`src/twra_pkg.sv`:
```
// shared types and constants for the ternary weight row accumulator
// no dependencies; imported by every module of the block
package twra_pkg;

	// lane and code geometry
	localparam int LANES   = 4;
	localparam int CODE_W  = 2;
	localparam int CODES_W = LANES * CODE_W;

	// accumulator geometry and limits
	localparam int ACC_W = 32;
	localparam logic signed [ACC_W-1:0] ACC_MAX = 32'sh7FFF_FFFF;
	localparam logic signed [ACC_W-1:0] ACC_MIN = 32'sh8000_0000;

	// ternary weight codes
	localparam logic [CODE_W-1:0] CODE_PLUS  = 2'b01;
	localparam logic [CODE_W-1:0] CODE_MINUS = 2'b10;

	// control from the input stage to the accumulator
	typedef struct packed {
		logic fire;
		logic last;
	} twra_step_t;

endpackage

```
`src/twra_lane_sum.sv`:
```
// ternary lane sum: each lane adds, subtracts or drops its activation
// depends on twra_pkg for lane count and weight codes
module twra_lane_sum
	import twra_pkg::*;
#(
	parameter int ACT_WIDTH = 16
) (
	input  logic signed [ACT_WIDTH-1:0]                   act [LANES],
	input  logic        [CODES_W-1:0]                     codes,
	output logic signed [ACT_WIDTH+$clog2(LANES)+1-1:0]   sum
);

	localparam int SUM_W = ACT_WIDTH + $clog2(LANES) + 1;

	// exact sum of the signed lane terms
	always_comb begin
		logic signed [SUM_W-1:0] acc;
		logic signed [SUM_W-1:0] term;
		logic [CODE_W-1:0]       code;
		acc = '0;
		for (int k = 0; k < LANES; k++) begin
			code = codes[k*CODE_W +: CODE_W];
			case (code)
				CODE_PLUS:  term = SUM_W'(act[k]);
				CODE_MINUS: term = -SUM_W'(act[k]);
				default:    term = '0;
			endcase
			acc = acc + term;
		end
		sum = acc;
	end

endmodule

```
`config.mk`:
```
export PLATFORM = sky130hd
export DESIGN_NAME = twra_lane_sum
export DESIGN_NICKNAME = d
export VERILOG_FILES = /design/src/twra_pkg.sv /design/src/twra_lane_sum.sv
export SDC_FILE = /design/constraint.sdc
export NUM_CORES = 1
export LEC_CHECK = 0
export BUFFER_PORTS_ARGS = -buffer_cell sky130_fd_sc_hd__buf_4
export CORE_UTILIZATION = 41
export DETAILED_ROUTE_END_ITERATION = 10
export GPL_TIMING_DRIVEN = 1
export PLACE_DENSITY = 0.63
export SYNTH_ARGS = -nofsm -noshare
export SYNTH_HDL_FRONTEND = slang
export SYNTH_SLANG_ARGS = --single-unit
```
`constraint.sdc`:
```
create_clock -name vclk -period 6.8
set_clock_uncertainty 0.1 [all_clocks]
set_input_delay 0 -clock vclk [all_inputs]
set_output_delay 0 -clock vclk [all_outputs]
set_load 0.05 [all_outputs]
```
==> results of run 1 <==
==> report_power, final <==
part           internal [uW]  total [uW]  switching [uW]
registers                  0           0               0
logic                    221         616             395
clock network              0           0               0
==> worst min-delay path, cell delays in order <==
cell	delay, ns
buf_4	0.11
inv_1	0.06
a211oi_1	0.05
ha_1	0.27
buf_4	0.19
==> cell families after synthesis <==
family | after synthesis | share of synthesized area
and+or+nand+nor | 240 | 0.3098
AOI/OAI and AO/OA | 140 | 0.2344
buffers and inverters | 96 | 0.09117
adders and majority gates | 66 | 0.2763
xor gates and xnor gates | 38 | 0.08581
muxes | 1 | 0.002524
==> final cells by class <==
class              instances  share of cell area
inverters                 71             0.05651
multi-input cells        485              0.7644
repair buffers            91              0.1449
well taps                129             0.03423
==> worst max-delay path by stage <==
stage | start | to | slack (ns)
3_3_place_gp | act[36] | sum[18] | 1.84
5_1_grt | act[36] | sum[18] | 1.36
2_1_floorplan | act[36] | sum[17] | 1.22
6_report | act[36] | sum[18] | 1.71
4_1_cts | act[36] | sum[18] | 1.74
3_5_place_dp | codes[2] | sum[18] | 1.74
==> Yosys cell counts (3+ instances only) <==
cell      number  area, um2
nor2_1        72      270.3
inv_1         69      259.0
nand2_1       44      165.2
a21oi_1       42      210.2
fa_1          36      720.7
ha_1          30      375.4
nor3_1        30      150.1
a22oi_1       25      187.7
xnor2_1       25      219.0
clkbuf_1      23      86.33
o21ai_0       20      100.1
a21o_1        16      120.1
or2_2         16      100.1
or3_1         12      75.07
xor2_1        12      105.1
nand2b_1      11      68.82
nor4_1         9      56.30
a311oi_1       8      70.07
nor2b_1        8      50.05
a31oi_1        5      31.28
nor3b_1        5      37.54
nand3_1        4      20.02
nand3b_1       4      30.03
nand4b_1       4      35.03
o21a_1         4      30.03
or3_2          4      30.03
a32oi_1        3      26.28
and3_1         3      18.77
o311ai_0       3      26.28
==> layer usage <==
layer | wire (um) | vias to the layer above | GRT usage
met3 | 486 | 6 | 0.009053
li1 | - | 2149 | -
met1 | 5346 | 1951 | 0.3074
met4 | 101 | 0 | 0.01449
met2 | 4873 | 122 | 0.3641
met5 | 0 | - | 0
==> per-stage QoR <==
step                cells  utilization  hold slack [ns]  power [uW]  setup WS, ns
floorplan             581            -           0.4748       436.8         1.219
global placement      776       0.5080           0.5996       606.9         1.843
detailed placement    776       0.5080           0.5960       615.7         1.739
CTS                   776       0.5080           0.5973       617.3         1.739
global route          776       0.5080           0.6481       672.5         1.355
finish                776       0.5080           0.5901       616.4         1.713
==> placed cells by master, fill, tap and decap left out, types with 11 or more instances in the layout <==
cell      Yosys  final
fa_1         36     36
a21oi_1      42     42
nor2_1       72     72
buf_4         0     91
a22oi_1      25     25
nand2_1      44     44
nand2b_1     11     11
o21ai_0      20     20
ha_1         30     30
xor2_1       12     12
xnor2_1      25     25
a21o_1       16     16
or2_2        16     16
inv_1        69     69
nor3_1       30     30
or3_1        12     12
==> flow_summary.yaml, run 1 <==
hold_path:
  holdCritStartpoint: "act[0]"
  whs_path_depth: 5
  hp-class: "primary input to output port"
  whs_endpoint: "sum[0]"
detailed_routing:
  drcViolationCount: 0
  via_count: 4228
  dr.pass1.iters: 4
  avgViaCountPerCell: 5.448
  totalWireLength_mm: 10.81
  detail_route.wl_per_cell_um: 13.93
  drt_iter0_markers: 225
  postRouteAntennaNets: 0
placed_design:
  portBuffers: 91
  dp_hpwl_mm: 9.197
  place_area_um2: 4716
  gp_congestion: 0.8419
layout:
  regArea_um2: 0
  multi_input_area_um2: 3605
  seq_cells: 0
  nFillCells: 947
  syn_to_final_growth_pct: 18.90
  drive_above_1_share: 0.1870
  finalInstanceArea_um2: 4716
  nClkBuffers: 0
  layout.nets: 787
  num_antenna_cells: 0
sta:
  post-route-min-period_ns: 5.087
  setup_tns_ns: 0
  timing.final.hold_violations: 0
  finalSetupViolCount: 0
  fmax_ghz: 0.1966
  fin_crit_sh: 0.7481
  rsz0062_at_grt: "no"
  maxSlewViolCount: 0
  tightest_slew_ns: 0.7953
  relSlewSlack: 0.4698
floorplanning:
  die_x_um: 100.4
  core_area_um2: 9284
  initial_utilization: 0.4272
  dieArea_um2: 10070
  io_pins: 91
  num_rows: 35
  die_h_um: 100.4
worst_setup_path:
  slowest_delay_ns: 0.53
  path_buf_inv: 4
  worstPathCellList: "buf_4, or3_4, or4_4, nor4_1, nand2_1, xor2_1, a22oi_1, nor2_1, fa_1, inv_1, fa_1, inv_1, ha_1, a21o_1, a21o_1, a21o_1, nand2_1, nand2_1, a221oi_1, xnor2_1, buf_4"
  crit_family: "simple AND/OR/NAND/NOR gates"
  cpMaxStageDelayCell: "nor4_1"
  critPathRequiredTime_ns: 6.70
  path_max_fanout: 7
  path_depth: 21
  start_kind: "primary input"
  crit_arrival_ns: 4.99
  crit_type: "primary input to output port"
  worst_setup_path_end_kind: "output port"
run:
  maxCapViolCount: 0
global_routing:
  antenna_found_initial: 0
  grt_pass1_wl_mm: 17.63
  grt-ovfl-total: 0
  grt_max_degree: 26
  grt_pass1_vias: 3850
  gr-usage-all-layers: 0.2121
cts:
  postCtsSetupRepairBufs: 0
  cts_resized: 0
  cts_hold_buf: 0
power:
  ir_drop_v: 0.00008559
  power_density_nw_per_um2: 130.7
  leakagePower_uw: 0.002123
outcome:
  status: "finished, final reports clean"
yosys:
  synth_area_um2: 3966
  yosys_warnings: 0
  synth_cells: 581
  ys_seq_area_frac: 0
  yosysUniqueCellTypes: 54
  syn-num-nets: 719
  syn_area_per_cell_um2: 6.827
No activity file was read; power rests on OpenSTA's default activity.
==> run 2: changes to the inputs <==
- ABC_AREA: default -> 1
- clock period: 6.8 -> 5.2 ns (I/O delays scaled with it)
==> run 2 against run 1 <==
Net effect: first-iteration DRC count is 10% higher; global-route usage grew 4.6 points; die area grew 3.3%; flip-flop and latch count stayed put; cell count is 20% higher; combinational power grew 25%; worst setup slack worse by 1.3 ns; sequential share of layout area did not move; clock-buffer cell count unchanged.
==> flow_summary.yaml, run 2 <==
yosys:
  ys_seq_area_frac: 0
  yosys_warnings: 0
  syn_area_per_cell_um2: 5.728
  yosysUniqueCellTypes: 42
  synth_area_leaders: "fa_1, nand2_1, inv_1, ha_1, a21oi_1"
  syn-num-nets: 854
  synth_common_cells: "nand2_1, inv_1, nor2_1"
  synth_area_leader_cell: "fa_1"
  synth_cells: 716
  yosysMostFrequentCell: "nand2_1"
  synth_area_um2: 4101
  yosysTopAreaCellShare: 0.1757
layout:
  syn_to_final_growth_pct: 19.77
  most-common-layout-cells: "nand2_1, inv_1, buf_4, nor2_1, a21oi_1"
  nFillCells: 1051
  drive_above_1_share: 0.1493
  num_antenna_cells: 0
  regArea_um2: 0
  nClkBuffers: 0
  finalNonFillerCells: 930
  final_common_cell: "nand2_1"
  layout.nets: 937
  seq_cells: 0
run:
  maxCapViolCount: 0
worst_setup_path:
  crit_type: "primary input to output port"
  startpoint: "act[16]"
  critPathRequiredTime_ns: 5.10
  path_max_fanout: 4
  crit_arrival_ns: 4.64
  worst_setup_path_end_kind: "output port"
  start_kind: "primary input"
detailed_routing:
  postRouteAntennaNets: 0
  via_count: 4805
  drt_iter0_markers: 248
  totalWireLength_mm: 12.84
  drcViolationCount: 0
  dr.pass1.iters: 5
  detail_route.wl_per_cell_um: 13.81
  avgViaCountPerCell: 5.167
cts:
  postCtsSetupRepairBufs: 0
  cts_resized: 0
  cts_hold_buf: 0
sta:
  fmax_ghz: 0.2108
  timing.final.hold_violations: 0
  fin_crit_sh: 0.9124
  post-route-min-period_ns: 4.745
  setup_tns_ns: 0
  tightest_slew_ns: 0.6891
  maxSlewViolCount: 0
  relSlewSlack: 0.5334
  finalSetupViolCount: 0
  rsz0062_at_grt: "no"
placed_design:
  gp_congestion: 0.9105
  portBuffers: 91
  dp_hpwl_mm: 11.25
  place_inst: 930
floorplanning:
  io_pins: 91
  die_x_um: 102.0
  num_rows: 36
  initial_utilization: 0.4216
  dieArea_um2: 10410
  core_area_um2: 9729
  die_h_um: 102.0
global_routing:
  grt_pass1_vias: 4438
  grt_pass1_wl_mm: 21.25
  antenna_found_initial: 0
  grt_max_degree: 17
  gr-usage-all-layers: 0.2578
  grt-ovfl-total: 0
power:
  power_density_nw_per_um2: 156.2
  leakagePower_uw: 0.002589
  ir_drop_v: 0.0002258
outcome:
  status: "finished, final reports clean"
hold_path:
  hp-class: "primary input to output port"
  holdCritStartpoint: "act[0]"
==> run 2: changes by cell type after synthesis, sizes merged, moves of 14 or more <==
cell    delta
o21ai     +22
nand2    +148
a22oi     -22
nor3      -16
a21oi     +16
clkbuf    -14
nand3     +40
xnor2     -18
or3       -17
inv       +71
==> run 2: per-stage QoR <==
stage | area [um2] | utilization | worst slack, ns | hold slack (ns) | total power (uW)
after floorplan | 4101 | - | 1.061 | 0.4901 | 525.3
after global placement | 4912 | 0.5049 | 0.3985 | 0.5771 | 759.7
after detailed placement | 4912 | 0.5049 | 0.2500 | 0.5903 | 764.8
after CTS | 4912 | 0.5049 | 0.2256 | 0.5808 | 769.0
after global routing | 4912 | 0.5049 | 0.006830 | 0.6512 | 843.7
final | 4912 | 0.5049 | 0.4553 | 0.5673 | 767.2
==> run 2: worst max-delay path, stage by stage <==
cell and delay [ns]:
buf_4 0.13, inv_1 0.05, ha_1 0.20, nand2_1 0.10, nor2_1 0.30, inv_1 0.12
nor2_1 0.17, nand2_1 0.10, nor4_1 0.29, o21ai_0 0.14, nand2_1 0.07, nand2_1 0.08
fa_1 0.49, inv_1 0.05, fa_1 0.47, ha_1 0.37, nand2_1 0.09, nor2_1 0.17
nand4_1 0.17, o311ai_1 0.66, inv_1 0.09, nand3_1 0.10, nand2_1 0.05, buf_4 0.18
==> run 2: worst paths after layout <==
check / to / cells past startpoint
worst max-delay path: sum[18] / 24
worst min-delay path: sum[0] / 5
==> run 2: kinds of logic after synthesis <==
| logic type | share of synthesized area |
|---|---|
| buffers and inverters | 0.1431 |
| AOI/OAI and AO/OA | 0.1901 |
| xor gates and xnor gates | 0.04485 |
| and+or+nand+nor | 0.3548 |
| adders and majority gates | 0.2672 |
==> run 2: routing by layer <==
layer	share of wire	vias up	track usage
li1	-	2438	-
met1	0.45	2168	0.3694
met2	0.45	175	0.4316
met3	0.070	24	0.01300
met4	0.021	0	0.04835
met5	0	-	0
==> run 2: layout make-up <==
| class | instances | area (um2) | share of cell area |
|---|---|---|---|
| well taps | 133 | 166.4 | 0.03388 |
| inverters | 140 | 525.5 | 0.1070 |
| multi-input cells | 563 | 3515 | 0.7155 |
| repair buffers | 94 | 705.7 | 0.1437 |
==> run 2: power breakdown <==
part / leakage (uW) / total (uW) / switching [uW] / internal (uW)
clock network: 0 / 0 / 0 / 0
logic: 0.00259 / 767 / 514 / 254
registers: 0 / 0 / 0 / 0
total: 0.00259 / 767 / 514 / 254
==> run 3: changes to the inputs <==
- ABC_AREA: 1 -> default
- PLACE_DENSITY: 0.63 -> 0.68
==> run 3 against run 2 <==
Net effect: flip-flop and latch count unchanged; die area decreased by 3.2%; final area decreased by 2.9%; utilization increased by 0.87 points; largest power group unchanged; combinational power increased by 5.7%.
==> flow_summary.yaml, run 3 (same netlist as run 1, synthesis figures left out) <==
layout:
  final_common_cell: "buf_4"
  layout.nets: 794
  regArea_um2: 0
  num_antenna_cells: 0
  drive_above_1_share: 0.1957
  nFillCells: 968
  finalInstanceArea_um2: 4768
  most-common-layout-cells: "buf_4, nor2_1, inv_1, nand2_1, a21oi_1"
  syn_to_final_growth_pct: 20.22
  finalNonFillerCells: 783
  nClkBuffers: 0
  postLayoutCoreUtil: 0.5136
  seq_cells: 0
floorplanning:
  dieArea_um2: 10070
  initial_utilization: 0.4272
  die_x_um: 100.4
  core_area_um2: 9284
  die_h_um: 100.4
  io_pins: 91
  num_rows: 35
run:
  maxCapViolCount: 0
placed_design:
  dp_hpwl_mm: 9.075
  place_area_um2: 4768
  gp_congestion: 0.9202
  place_worst_setup_slack_ns: 0.3210
  portBuffers: 91
  place_inst: 783
cts:
  cts_hold_buf: 0
  postCtsSetupRepairBufs: 0
  cts_resized: 0
hold_path:
  hp-class: "primary input to output port"
  holdCritStartpoint: "act[0]"
  whs_path_depth: 5
  whs_endpoint: "sum[0]"
detailed_routing:
  totalWireLength_mm: 10.67
  dr.pass1.iters: 5
  drt_iter0_markers: 200
  postRouteAntennaNets: 0
  via_count: 4280
  avgViaCountPerCell: 5.466
  detail_route.wl_per_cell_um: 13.63
  drcViolationCount: 0
sta:
  setup_tns_ns: 0
  tightest_slew_ns: 0.6009
  fmax_ghz: 0.2047
  timing.final.hold_violations: 0
  finalWorstSetupSlack_ns: 0.3146
  maxSlewViolCount: 0
  relSlewSlack: 0.5994
  post-route-min-period_ns: 4.885
  rsz0062_at_grt: "no"
  finalSetupViolCount: 0
  fin_crit_sh: 0.9395
power:
  ir_drop_v: 0.00009037
  power_density_nw_per_um2: 170.0
  leakagePower_uw: 0.002159
global_routing:
  grt_pass1_wl_mm: 17.61
  grt-ovfl-total: 0
  gr-usage-all-layers: 0.2114
  grt_max_degree: 22
  antenna_found_initial: 0
  grt_pass1_vias: 3872
worst_setup_path:
  crit_type: "primary input to output port"
  worst_setup_path_end_kind: "output port"
  path_max_fanout: 7
  critPathRequiredTime_ns: 5.10
  start_kind: "primary input"
  crit_arrival_ns: 4.79
outcome:
  status: "finished, final reports clean"
[run 3: changes by cell type in the layout (fill, tap and decap cells not counted), moves of 18 or more]
cell,change
nand2_1,-144
inv_1,-69
nand3_1,-37
a22oi_1,+22
o21ai_0,-21
nor3_1,+20
xnor2_1,+18
[run 3: power by group]
group	leakage, uW	switching [uW]	internal [uW]
combinational	0.00216	517	294
clock	0	0	0
sequential	0	0	0
total	0.00216	517	294
[run 3: cell type report]
| type | count | area (um2) | share of cell area |
|---|---|---|---|
| inverters | 71 | 266.5 | 0.05589 |
| multi-input cells | 485 | 3605 | 0.7560 |
| well taps | 129 | 161.4 | 0.03385 |
| repair buffers | 98 | 735.7 | 0.1543 |
[run 3: layer usage]
metal	GRT usage	vias up	wire, um
met5	0	-	0
met4	0.03010	0	163
met3	0.01462	8	675
met2	0.3556	154	4639
met1	0.3028	1956	5196
li1	-	2162	-
[run 3: worst max-delay path by stage]
stage               to  slack [ns]     from  depth (start not counted)
2_1_floorplan  sum[17]        0.21  act[36]                         14
3_3_place_gp   sum[18]        0.36  act[36]                         19
3_5_place_dp   sum[18]        0.32  act[36]                         19
4_1_cts        sum[18]        0.31  act[36]                         19
5_1_grt        sum[18]        0.03  act[36]                         19
6_report       sum[18]        0.31  act[36]                         19
[run 3: critical path: stages]
cell and delay (ns):
buf_4 0.12, or3_4 0.40, or4_4 0.45, or4_4 0.48
nor4_1 0.25, xnor2_1 0.16, a22oi_1 0.07, or2_1 0.24
fa_1 0.50, inv_1 0.05, fa_1 0.47, ha_1 0.40
a21o_1 0.19, a21o_1 0.18, nand2_1 0.06, nand2_1 0.05
a221oi_1 0.32, xnor2_1 0.16, buf_4 0.21
[run 3: stage by stage]
stage                     power (uW)  hold WS, ns
after CTS                      811.9       0.6162
after global routing           886.2       0.6383
final                          810.7       0.6053
after detailed placement       808.8       0.6142
after floorplan                573.5       0.4748
after global placement         797.3       0.5882
